**config.mk**
```make
export PLATFORM = sky130hd
export DESIGN_NAME = resp_command_parser
export DESIGN_NICKNAME = d
export VERILOG_FILES = /design/src/rtl/core/rcp_pkg.sv /design/src/rtl/core/rcp_front.sv /design/src/rtl/core/rcp_queue.sv /design/src/rtl/core/rcp_back.sv /design/src/rtl/core/resp_command_parser.sv
export SDC_FILE = /design/constraint.sdc
export NUM_CORES = 1
export LEC_CHECK = 0
export ABC_CLOCK_PERIOD_IN_PS = 5400
export BUFFER_PORTS_ARGS = -buffer_cell sky130_fd_sc_hd__buf_2
export CAP_MARGIN = 5
export CORE_ASPECT_RATIO = 1.2
export CORE_MARGIN = 2
export CORE_UTILIZATION = 35
export DETAILED_ROUTE_END_ITERATION = 7
export PLACE_DENSITY_LB_ADDON = 0.25
export SLEW_MARGIN = 20
export SYNTH_ARGS = -nofsm -noshare
export SYNTH_HDL_FRONTEND = slang
export SYNTH_HIERARCHICAL = 1
export SYNTH_SLANG_ARGS = --single-unit
```
**constraint.sdc**
```tcl
create_clock -name i_clk -period 5.4 [get_ports i_clk]
set_input_delay 1.08 -clock i_clk [delete_from_list [all_inputs] [get_ports i_clk]]
set_output_delay 1.08 -clock i_clk [all_outputs]
set_load 0.005 [all_outputs]
```
**src/rtl/core/rcp_pkg.sv**
```systemverilog
`default_nettype none
// ----------------------------------------------------------------------------
// rcp_pkg
// Shared types and constants of the RESP command parser: byte classes,
// the queue entry between front and back, and the result record.
// ----------------------------------------------------------------------------
package rcp_pkg;

    localparam int QUEUE_AW    = 2;
    localparam int QUEUE_DEPTH = 1 << QUEUE_AW;

    localparam logic [7:0] CHAR_STAR   = 8'h2A;
    localparam logic [7:0] CHAR_DOLLAR = 8'h24;
    localparam logic [7:0] CHAR_CR     = 8'h0D;
    localparam logic [7:0] CHAR_LF     = 8'h0A;
    localparam logic [7:0] CHAR_ZERO   = 8'h30;
    localparam logic [7:0] CHAR_NINE   = 8'h39;

    localparam logic [2:0] KIND_OTHER  = 3'd0;
    localparam logic [2:0] KIND_DIGIT  = 3'd1;
    localparam logic [2:0] KIND_CR     = 3'd2;
    localparam logic [2:0] KIND_LF     = 3'd3;
    localparam logic [2:0] KIND_STAR   = 3'd4;
    localparam logic [2:0] KIND_DOLLAR = 3'd5;

    localparam logic [1:0] STATUS_BUSY  = 2'd0;
    localparam logic [1:0] STATUS_DONE  = 2'd1;
    localparam logic [1:0] STATUS_ERROR = 2'd2;

    localparam logic [15:0] MAX_LENGTH_RESET = 16'd10000;

    typedef struct packed {
        logic [2:0] kind;
        logic [7:0] data;
    } t_item;

    typedef struct packed {
        logic [31:0] consumed;
        logic [15:0] arg_length;
        logic        arg_done;
        logic [15:0] arg_index;
        logic [7:0]  payload_byte;
        logic        payload_valid;
        logic [1:0]  status;
    } t_result;

endpackage
`default_nettype wire

```
**src/rtl/core/rcp_front.sv**
```systemverilog
`default_nettype none
// ----------------------------------------------------------------------------
// rcp_front
// Input side: accepts a byte transfer when the queue has room and tags it
// with its character class.
// ----------------------------------------------------------------------------
module rcp_front (
    input  wire logic           i_s_tvalid,
    input  wire logic [7:0]     i_s_tdata,
    output logic                o_s_tready,
    input  wire logic           i_full,
    output logic                o_wr_en,
    output rcp_pkg::t_item      o_wr_item
);

    logic [2:0] kind;

    always_comb begin
        if (i_s_tdata >= rcp_pkg::CHAR_ZERO && i_s_tdata <= rcp_pkg::CHAR_NINE) begin
            kind = rcp_pkg::KIND_DIGIT;
        end else if (i_s_tdata == rcp_pkg::CHAR_CR) begin
            kind = rcp_pkg::KIND_CR;
        end else if (i_s_tdata == rcp_pkg::CHAR_LF) begin
            kind = rcp_pkg::KIND_LF;
        end else if (i_s_tdata == rcp_pkg::CHAR_STAR) begin
            kind = rcp_pkg::KIND_STAR;
        end else if (i_s_tdata == rcp_pkg::CHAR_DOLLAR) begin
            kind = rcp_pkg::KIND_DOLLAR;
        end else begin
            kind = rcp_pkg::KIND_OTHER;
        end
    end

    assign o_s_tready     = !i_full;
    assign o_wr_en        = i_s_tvalid && !i_full;
    assign o_wr_item.kind = kind;
    assign o_wr_item.data = i_s_tdata;

endmodule
`default_nettype wire

```
**src/rtl/core/rcp_queue.sv**
```systemverilog
`default_nettype none
// ----------------------------------------------------------------------------
// rcp_queue
// Short queue of classified bytes between the front and the back.
// ----------------------------------------------------------------------------
module rcp_queue (
    input  wire logic           i_clk,
    input  wire logic           i_rst_n,
    input  wire logic           i_wr_en,
    input  wire rcp_pkg::t_item i_wr_item,
    output logic                o_full,
    input  wire logic           i_rd_en,
    output rcp_pkg::t_item      o_rd_item,
    output logic                o_empty
);

    rcp_pkg::t_item r_mem [rcp_pkg::QUEUE_DEPTH];

    logic [rcp_pkg::QUEUE_AW:0] r_wr_ptr;
    logic [rcp_pkg::QUEUE_AW:0] r_rd_ptr;

    assign o_empty = (r_wr_ptr == r_rd_ptr);
    assign o_full  = (r_wr_ptr[rcp_pkg::QUEUE_AW] != r_rd_ptr[rcp_pkg::QUEUE_AW]) &&
                     (r_wr_ptr[rcp_pkg::QUEUE_AW-1:0] == r_rd_ptr[rcp_pkg::QUEUE_AW-1:0]);
    assign o_rd_item = r_mem[r_rd_ptr[rcp_pkg::QUEUE_AW-1:0]];

    always_ff @(posedge i_clk) begin
        if (i_wr_en) begin
            r_mem[r_wr_ptr[rcp_pkg::QUEUE_AW-1:0]] <= i_wr_item;
        end
    end

    always_ff @(posedge i_clk) begin
        if (!i_rst_n) begin
            r_wr_ptr <= '0;
            r_rd_ptr <= '0;
        end else begin
            if (i_wr_en) begin
                r_wr_ptr <= r_wr_ptr + 1'b1;
            end
            if (i_rd_en) begin
                r_rd_ptr <= r_rd_ptr + 1'b1;
            end
        end
    end

endmodule
`default_nettype wire

```
**src/rtl/core/rcp_back.sv**
```systemverilog
`default_nettype none
// ----------------------------------------------------------------------------
// rcp_back
// Command state machine: takes classified bytes from the queue, tracks the
// headers, payloads and trailers, and holds each result in an output register.
// ----------------------------------------------------------------------------
module rcp_back #(
    parameter int COUNT_BITS = 16
) (
    input  wire logic           i_clk,
    input  wire logic           i_rst_n,
    input  wire logic [15:0]    i_max_length,
    input  wire logic           i_empty,
    input  wire rcp_pkg::t_item i_item,
    output logic                o_rd_en,
    output logic                o_valid,
    input  wire logic           i_ready,
    output rcp_pkg::t_result    o_result
);

    localparam logic [3:0] PH_START     = 4'd0;
    localparam logic [3:0] PH_COUNT_HDR = 4'd1;
    localparam logic [3:0] PH_DOLLAR    = 4'd2;
    localparam logic [3:0] PH_LEN_HDR   = 4'd3;
    localparam logic [3:0] PH_PAYLOAD   = 4'd4;
    localparam logic [3:0] PH_TRAIL_CR  = 4'd5;
    localparam logic [3:0] PH_TRAIL_LF  = 4'd6;
    localparam logic [3:0] PH_WAIT      = 4'd7;
    localparam logic [3:0] PH_ERROR     = 4'd8;

    localparam logic [16:0] ACC_CAP   = 17'h1FFFF;
    localparam logic [31:0] COUNT_MAX = 32'((64'd1 << COUNT_BITS) - 64'd1);

    logic [3:0]            r_phase,       n_phase;
    logic [16:0]           r_acc,         n_acc;
    logic                  r_digit_seen,  n_digit_seen;
    logic                  r_hdr_fault,   n_hdr_fault;
    logic                  r_cr_seen,     n_cr_seen;
    logic [COUNT_BITS-1:0] r_args_left,   n_args_left;
    logic [COUNT_BITS-1:0] r_arg_cnt,     n_arg_cnt;
    logic [COUNT_BITS-1:0] r_bytes_left,  n_bytes_left;
    logic [COUNT_BITS-1:0] r_bulk_len,    n_bulk_len;
    logic                  r_trail_fault, n_trail_fault;
    logic [31:0]           r_total,       n_total;

    logic             r_out_valid;
    rcp_pkg::t_result r_out;
    rcp_pkg::t_result res;

    logic                  fire;
    logic                  err;
    logic                  is_digit;
    logic                  is_cr;
    logic                  is_lf;
    logic                  hdr_end;
    logic                  hdr_bad;
    logic [20:0]           acc_mul;
    logic [16:0]           acc_sat;
    logic [COUNT_BITS-1:0] hdr_val;
    logic [COUNT_BITS-1:0] bytes_dec;
    logic [COUNT_BITS-1:0] args_dec;

    assign fire     = !i_empty && (!r_out_valid || i_ready);
    assign o_rd_en  = fire;
    assign o_valid  = r_out_valid;
    assign o_result = r_out;

    assign is_digit = (i_item.kind == rcp_pkg::KIND_DIGIT);
    assign is_cr    = (i_item.kind == rcp_pkg::KIND_CR);
    assign is_lf    = (i_item.kind == rcp_pkg::KIND_LF);
    assign hdr_end  = is_lf && r_cr_seen;
    assign hdr_bad  = r_hdr_fault || !r_digit_seen || (r_acc > {1'b0, i_max_length}) ||
                      ({15'd0, r_acc} > COUNT_MAX);
    assign acc_mul  = {1'b0, r_acc, 3'b000} + {3'b000, r_acc, 1'b0} +
                      {17'd0, i_item.data[3:0]};
    assign acc_sat  = (acc_mul > {4'd0, ACC_CAP}) ? ACC_CAP : acc_mul[16:0];
    assign hdr_val  = COUNT_BITS'(r_acc);
    assign bytes_dec = r_bytes_left - 1'b1;
    assign args_dec  = r_args_left - 1'b1;

    always_comb begin
        n_phase       = r_phase;
        n_acc         = r_acc;
        n_digit_seen  = r_digit_seen;
        n_hdr_fault   = r_hdr_fault;
        n_cr_seen     = r_cr_seen;
        n_args_left   = r_args_left;
        n_arg_cnt     = r_arg_cnt;
        n_bytes_left  = r_bytes_left;
        n_bulk_len    = r_bulk_len;
        n_trail_fault = r_trail_fault;
        n_total       = r_total;
        err           = 1'b0;
        res           = '0;
        res.status    = rcp_pkg::STATUS_BUSY;
        res.arg_index = 16'(r_arg_cnt);

        if (r_phase != PH_ERROR && r_phase != PH_START && r_phase != PH_WAIT &&
            r_total != 32'hFFFF_FFFF) begin
            n_total = r_total + 32'd1;
        end

        if ((r_phase == PH_COUNT_HDR || r_phase == PH_LEN_HDR) && !hdr_end) begin
            if (r_cr_seen) begin
                n_hdr_fault = 1'b1;
                n_cr_seen   = 1'b0;
            end
            if (is_cr) begin
                n_cr_seen = 1'b1;
            end else if (is_digit) begin
                n_acc        = acc_sat;
                n_digit_seen = 1'b1;
            end else begin
                n_hdr_fault = 1'b1;
            end
        end

        unique case (r_phase)
            PH_START, PH_WAIT: begin
                if (i_item.kind == rcp_pkg::KIND_STAR) begin
                    n_acc        = '0;
                    n_digit_seen = 1'b0;
                    n_hdr_fault  = 1'b0;
                    n_cr_seen    = 1'b0;
                    n_total      = 32'd1;
                    n_arg_cnt    = '0;
                    n_phase      = PH_COUNT_HDR;
                end else if (r_phase == PH_START) begin
                    err = 1'b1;
                end
            end
            PH_COUNT_HDR: begin
                if (hdr_end) begin
                    n_cr_seen = 1'b0;
                    if (hdr_bad) begin
                        err = 1'b1;
                    end else begin
                        n_args_left = hdr_val;
                        n_arg_cnt   = '0;
                        if (r_acc == '0) begin
                            res.status   = rcp_pkg::STATUS_DONE;
                            res.consumed = n_total;
                            n_phase      = PH_WAIT;
                        end else begin
                            n_phase = PH_DOLLAR;
                        end
                    end
                end
            end
            PH_DOLLAR: begin
                if (i_item.kind == rcp_pkg::KIND_DOLLAR) begin
                    n_acc        = '0;
                    n_digit_seen = 1'b0;
                    n_hdr_fault  = 1'b0;
                    n_cr_seen    = 1'b0;
                    n_phase      = PH_LEN_HDR;
                end else begin
                    err = 1'b1;
                end
            end
            PH_LEN_HDR: begin
                if (hdr_end) begin
                    n_cr_seen = 1'b0;
                    if (hdr_bad) begin
                        err = 1'b1;
                    end else begin
                        n_bulk_len    = hdr_val;
                        n_bytes_left  = hdr_val;
                        n_trail_fault = 1'b0;
                        n_phase       = (r_acc == '0) ? PH_TRAIL_CR : PH_PAYLOAD;
                    end
                end
            end
            PH_PAYLOAD: begin
                res.payload_valid = 1'b1;
                res.payload_byte  = i_item.data;
                n_bytes_left      = bytes_dec;
                if (bytes_dec == '0) begin
                    n_phase = PH_TRAIL_CR;
                end
            end
            PH_TRAIL_CR: begin
                n_trail_fault = !is_cr;
                n_phase       = PH_TRAIL_LF;
            end
            PH_TRAIL_LF: begin
                if (r_trail_fault || !is_lf) begin
                    err = 1'b1;
                end else begin
                    res.arg_done   = 1'b1;
                    res.arg_length = 16'(r_bulk_len);
                    n_args_left    = args_dec;
                    if (args_dec == '0) begin
                        res.status   = rcp_pkg::STATUS_DONE;
                        res.consumed = n_total;
                        n_arg_cnt    = '0;
                        n_phase      = PH_WAIT;
                    end else begin
                        n_arg_cnt = r_arg_cnt + 1'b1;
                        n_phase   = PH_DOLLAR;
                    end
                end
            end
            default: begin
                err = 1'b1;
            end
        endcase

        if (err) begin
            n_phase       = PH_ERROR;
            res           = '0;
            res.status    = rcp_pkg::STATUS_ERROR;
            res.arg_index = 16'(r_arg_cnt);
        end
    end

    always_ff @(posedge i_clk) begin
        if (!i_rst_n) begin
            r_phase       <= PH_START;
            r_acc         <= '0;
            r_digit_seen  <= 1'b0;
            r_hdr_fault   <= 1'b0;
            r_cr_seen     <= 1'b0;
            r_args_left   <= '0;
            r_arg_cnt     <= '0;
            r_bytes_left  <= '0;
            r_bulk_len    <= '0;
            r_trail_fault <= 1'b0;
            r_total       <= '0;
            r_out_valid   <= 1'b0;
        end else begin
            if (fire) begin
                r_phase       <= n_phase;
                r_acc         <= n_acc;
                r_digit_seen  <= n_digit_seen;
                r_hdr_fault   <= n_hdr_fault;
                r_cr_seen     <= n_cr_seen;
                r_args_left   <= n_args_left;
                r_arg_cnt     <= n_arg_cnt;
                r_bytes_left  <= n_bytes_left;
                r_bulk_len    <= n_bulk_len;
                r_trail_fault <= n_trail_fault;
                r_total       <= n_total;
                r_out_valid   <= 1'b1;
            end else if (i_ready) begin
                r_out_valid <= 1'b0;
            end
        end
    end

    always_ff @(posedge i_clk) begin
        if (fire) begin
            r_out <= res;
        end
    end

endmodule
`default_nettype wire

```
**src/rtl/core/resp_command_parser.sv**
```systemverilog
`default_nettype none
// ----------------------------------------------------------------------------
// resp_command_parser
// Parses a RESP array of bulk strings one byte per transfer and gives one
// result transfer per input byte.
// ----------------------------------------------------------------------------
// Each accepted byte yields exactly one result, in order. The block takes one
// byte per cycle at full rate while the queue has room; each result passes
// through the four-entry byte queue and then the output register. The input
// keeps accepting while the queue has room, so a stalled output fills the
// queue before the input side stalls. The user must write max_length through
// i_cfg_we / i_cfg_wdata while no command is in flight; the block does not enforce it.
module resp_command_parser #(
    parameter int COUNT_BITS = 16
) (
    input  wire logic        i_clk,
    input  wire logic        i_rst_n,
    input  wire logic        i_cfg_we,
    input  wire logic [15:0] i_cfg_wdata,
    input  wire logic        i_s_tvalid,
    output logic             o_s_tready,
    input  wire logic [7:0]  i_s_tdata,   // [7:0] data_byte
    output logic             o_m_tvalid,
    input  wire logic        i_m_tready,
    output logic [71:0]      o_m_tdata,   // [7:0] payload_byte, [23:8] arg_index,
                                          // [39:24] arg_length, [71:40] consumed
    output logic [3:0]       o_m_tuser    // [1:0] status, [2] payload_valid, [3] arg_done
);

    logic [15:0]      r_max_length;
    logic             full;
    logic             empty;
    logic             wr_en;
    logic             rd_en;
    rcp_pkg::t_item   wr_item;
    rcp_pkg::t_item   rd_item;
    rcp_pkg::t_result result;

    always_ff @(posedge i_clk) begin
        if (!i_rst_n) begin
            r_max_length <= rcp_pkg::MAX_LENGTH_RESET;
        end else if (i_cfg_we) begin
            r_max_length <= i_cfg_wdata;
        end
    end

    rcp_front u_front (
        .i_s_tvalid (i_s_tvalid),
        .i_s_tdata  (i_s_tdata),
        .o_s_tready (o_s_tready),
        .i_full     (full),
        .o_wr_en    (wr_en),
        .o_wr_item  (wr_item)
    );

    rcp_queue u_queue (
        .i_clk     (i_clk),
        .i_rst_n   (i_rst_n),
        .i_wr_en   (wr_en),
        .i_wr_item (wr_item),
        .o_full    (full),
        .i_rd_en   (rd_en),
        .o_rd_item (rd_item),
        .o_empty   (empty)
    );

    rcp_back #(
        .COUNT_BITS (COUNT_BITS)
    ) u_back (
        .i_clk        (i_clk),
        .i_rst_n      (i_rst_n),
        .i_max_length (r_max_length),
        .i_empty      (empty),
        .i_item       (rd_item),
        .o_rd_en      (rd_en),
        .o_valid      (o_m_tvalid),
        .i_ready      (i_m_tready),
        .o_result     (result)
    );

    assign o_m_tdata = {result.consumed, result.arg_length, result.arg_index,
                        result.payload_byte};
    assign o_m_tuser = {result.arg_done, result.payload_valid, result.status};

endmodule
`default_nettype wire
```
==> flow_summary.rst <==
.. list-table::
   :header-rows: 1

   * - Metric
     - Value
   * - Leak Pwr
     - roughly 6 nW
   * - Number of CTS-inserted buffers
     - 29
   * - Setup repair after global routing missed its margin
     - no
   * - Max Fclk
     - about 220 MHz
   * - Count of different cell masters after synthesis
     - 95
   * - Power density normalized to cell area
     - 379 nW/um2
   * - Die X-Extent
     - 186 um
   * - Top fanout value on the critical path
     - 11
   * - Setup repair bufs after CTS
     - 0
   * - Post-synth top cells
     - sky130_fd_sc_hd__nor2_1, sky130_fd_sc_hd__dfxtp_1, sky130_fd_sc_hd__nand2_1
   * - Hold WC Path Type
     - flop to flop
   * - Worst Setup Path Type
     - flop to flop
   * - Transition time at the pin with the least slew margin
     - 993 ps
   * - Share of cells above drive strength 1
     - a little over an eighth
   * - Post-route antenna net violation count
     - 0
   * - Worst reg2reg path depth
     - 12
   * - Syn-to-layout area delta
     - 13.5%
   * - Final Instance Count excl. Fillers
     - 2086
   * - Post-detailed-placement half-perimeter wirelength
     - 24.4 mm
   * - Number of I/O port buffers
     - 106
   * - Aggregate negative setup slack
     - 0 ps
   * - Post-route worst hold slack
     - 447 ps
   * - Final global-route overflow total
     - 0
   * - Clock input transition at the sequential cells of the worst setup and hold paths
     - 70 ps
   * - Post-Place Cells
     - a little over 2000
   * - Fin crit period
     - 4480 ps
   * - Total of hold buffers inserted after clock tree synthesis
     - 0
   * - 1st-iter DRT viols
     - 883
   * - Routability cong.
     - 0.868
   * - Syn Std Cell Area
     - around 14000 um2
   * - Summed area of non-filler cells in the final layout
     - about 16000 um2
   * - Count of fill cells added during filler insertion
     - 3937
   * - Antenna violations before repair
     - 0
   * - Worst-case headroom to the max-slew limit
     - 33.4%
   * - Mean Syn Cell Area
     - 9.56 um2
   * - Site row count
     - 80
   * - Clock tree from TritonCTS
     - yes
   * - Peak supply drop
     - 0.267 mV
   * - Data arrival time at the worst-slack endpoint
     - 4870 ps
   * - Die area
     - 41500 um2
   * - Pin count of the biggest net entering global routing
     - 63
   * - Reg2Reg Setup Slack
     - 920 ps
   * - Launch point of the worst hold path
     - u_back/r_bulk_len[5]
   * - Total inserted antenna cells
     - 0
   * - Number of top-level pins
     - 107
   * - Overall via count from detail_route
     - 11098
   * - Wire length of the first global-routing pass
     - 57.0 mm
   * - Placement-stage cell area
     - 14800 um2
   * - Cell at the root of the clock tree
     - sky130_fd_sc_hd__clkbuf_16
   * - Most area-consuming cells after synthesis
     - sky130_fd_sc_hd__edfxtp_1, sky130_fd_sc_hd__dfxtp_1, sky130_fd_sc_hd__ha_1, sky130_fd_sc_hd__a21oi_1, sky130_fd_sc_hd__nor2_1
   * - CTS Buffer Depth
     - 3
   * - Detailed Routing Iterations Pass 1
     - 7
   * - Type of destination of the critical path
     - flop
   * - Vias in the first global route
     - 10493
   * - Setup-failing EPs final
     - 0
   * - Max_cap viols
     - 0
   * - Post-synth top area share
     - 25.8%
   * - Warning count from the yosys run
     - 6
   * - Final cycle utilization of the critical path
     - 82.9%
   * - Post-route core utilization
     - 40.0%
   * - Worst setup SP type
     - flop
   * - Main flop type after synthesis
     - sky130_fd_sc_hd__dfxtp_1
   * - Count of mapped cells out of synthesis
     - 1459
   * - Share of synthesized area occupied by flip-flops and latches
     - between 40 and 50%
   * - Vias per cell
     - 5.32
   * - Critical R2R Capture
     - u_back/r_acc[4]
   * - Count of state elements after synthesis
     - 266
   * - Fraction of synthesis flops using an asynchronous set or reset pin
     - 0%
   * - Placement-stage worst setup slack
     - 945 ps
   * - Number of hold violations in the final report
     - 0
   * - Cell taking the most area after synthesis
     - sky130_fd_sc_hd__edfxtp_1
   * - Number of gates resized after cts
     - 0
   * - Drc violations
     - 0
   * - Critical path required time
     - approximately 5800 ps
   * - Drt wl/cell
     - around 17 um
   * - Height of the chip
     - 223 um
   * - Total power of the final layout
     - 6.00 mW
   * - Global-route total usage across every layer
     - 17.1%
   * - Initial core utilization
     - 35.3%
   * - Total Wirelength
     - approximately 36 mm
   * - Clock insertion delay at the later pin of the skew report
     - 560 ps
   * - Run status
     - finished clean
   * - Core ar.
     - just under 40000 um2
   * - EDFF count, synth
     - 120
   * - Number of levels in the clock H-tree
     - 1
   * - Smallest setup slack after layout
     - 923 ps
   * - Clock Sink Count
     - ~270
   * - Fin. max-slew vios
     - 0
   * - Number of nets in the synthesized netlist
     - 1550
   * - Total Nets Final
     - 1622
   * - Clk_skew
     - between 20 and 30 ps
   * - Dominant cell by count in the synthesized netlist
     - sky130_fd_sc_hd__nor2_1
   * - Endpoint of the most critical setup path
     - u_back/r_acc[4]
layout by cell type, fill, tap and decap left out, drive strengths merged, types with 19 or more instances in the layout:
master | netlist | routed
a31oi | 31 | 31
nor4 | 19 | 19
buf | 33 | 125
xor2 | 36 | 36
dfxtp | 146 | 146
xnor2 | 29 | 29
nand3 | 47 | 47
mux2i | 21 | 21
or3 | 23 | 23
edfxtp | 120 | 120
nor2b | 24 | 24
a21oi | 118 | 118
inv | 47 | 48
o21ai | 98 | 98
clkbuf | 51 | 36
nand2 | 132 | 132
and2 | 39 | 39
nor3 | 24 | 24
nor2 | 154 | 154
ha | 60 | 60
critical path, stage by stage (launching register included):
cell	delay [ps]
sky130_fd_sc_hd__dfxtp_1	300
sky130_fd_sc_hd__buf_4	240
sky130_fd_sc_hd__mux4_2	580
sky130_fd_sc_hd__fa_1	520
sky130_fd_sc_hd__ha_1	300
sky130_fd_sc_hd__a21oi_1	160
sky130_fd_sc_hd__nor2b_1	90
sky130_fd_sc_hd__a311o_1	450
sky130_fd_sc_hd__a41o_1	310
sky130_fd_sc_hd__a221oi_1	390
sky130_fd_sc_hd__o211ai_2	280
sky130_fd_sc_hd__nor2_1	560
sky130_fd_sc_hd__a21oi_1	150
worst min-delay path by stage:
stage | end | depth (start not counted)
3_3_place_gp | u_back/r_bulk_len[5] | 2
3_5_place_dp | u_back/r_bulk_len[5] | 2
4_1_cts | u_back/r_bulk_len[5] | 2
6_report | u_back/r_bulk_len[5] | 2
5_1_grt | u_back/r_bulk_len[3] | 2
2_1_floorplan | u_back/o_result[26] | 0
metal layers:
layer / share of wire (%) / GRT usage [%] / vias up
li1: - / - / 5439
met1: 45 / 22.4 / 5336
met2: 49 / 29.5 / 262
met3: 3.9 / 1.84 / 61
met4: 2.4 / 5.36 / 0
met5: 0 / 0 / -
kinds of logic (layout without fill, tap and decap cells):
logic type | Yosys count | count (layout) | share of synthesized area (%)
xor gates and xnor gates | 65 | 65 | 4.08
buffers and inverters | 132 | 226 | 4.60
AOI/OAI and AO/OA | 352 | 352 | 15.7
and+or+nand+nor | 549 | 549 | 19.8
adders and majority gates | 62 | 62 | 5.67
muxes | 33 | 33 | 3.39
DFF | 266 | 266 | 46.8
cell type report:
cell class	count	area [um2]	area share, %
multi-input combinational	1061	6800	43.0
sequential	266	6530	41.2
clock buffer	36	752	4.75
timing repair buffer	125	673	4.25
tap	533	667	4.21
clock inverter	17	229	1.45
inverter	48	183	1.15
state kept, by name, summed over array words and instances, names as in the netlist, named ones only:
name / cells
u_back/r_bytes_left: 16
u_back/r_trail_fault: 1
u_back/r_args_left: 16
u_queue/r_mem: 44
u_back/r_cr_seen: 1
u_back/r_acc: 17
u_back/r_arg_cnt: 16
u_back/r_phase: 4
u_back/o_valid: 1
u_back/r_bulk_len: 16
u_back/r_total: 32
u_back/r_digit_seen: 1
r_max_length: 16
u_queue/r_rd_ptr: 3
u_back/o_result: 76
u_queue/r_wr_ptr: 3
u_back/r_hdr_fault: 1
power breakdown:
group,switching (mW),internal (mW),total [mW]
registers,0.126,2.53,2.66
logic,0.818,0.448,1.27
clock network,0.809,1.27,2.08
(Power assumes the default switching activity.)
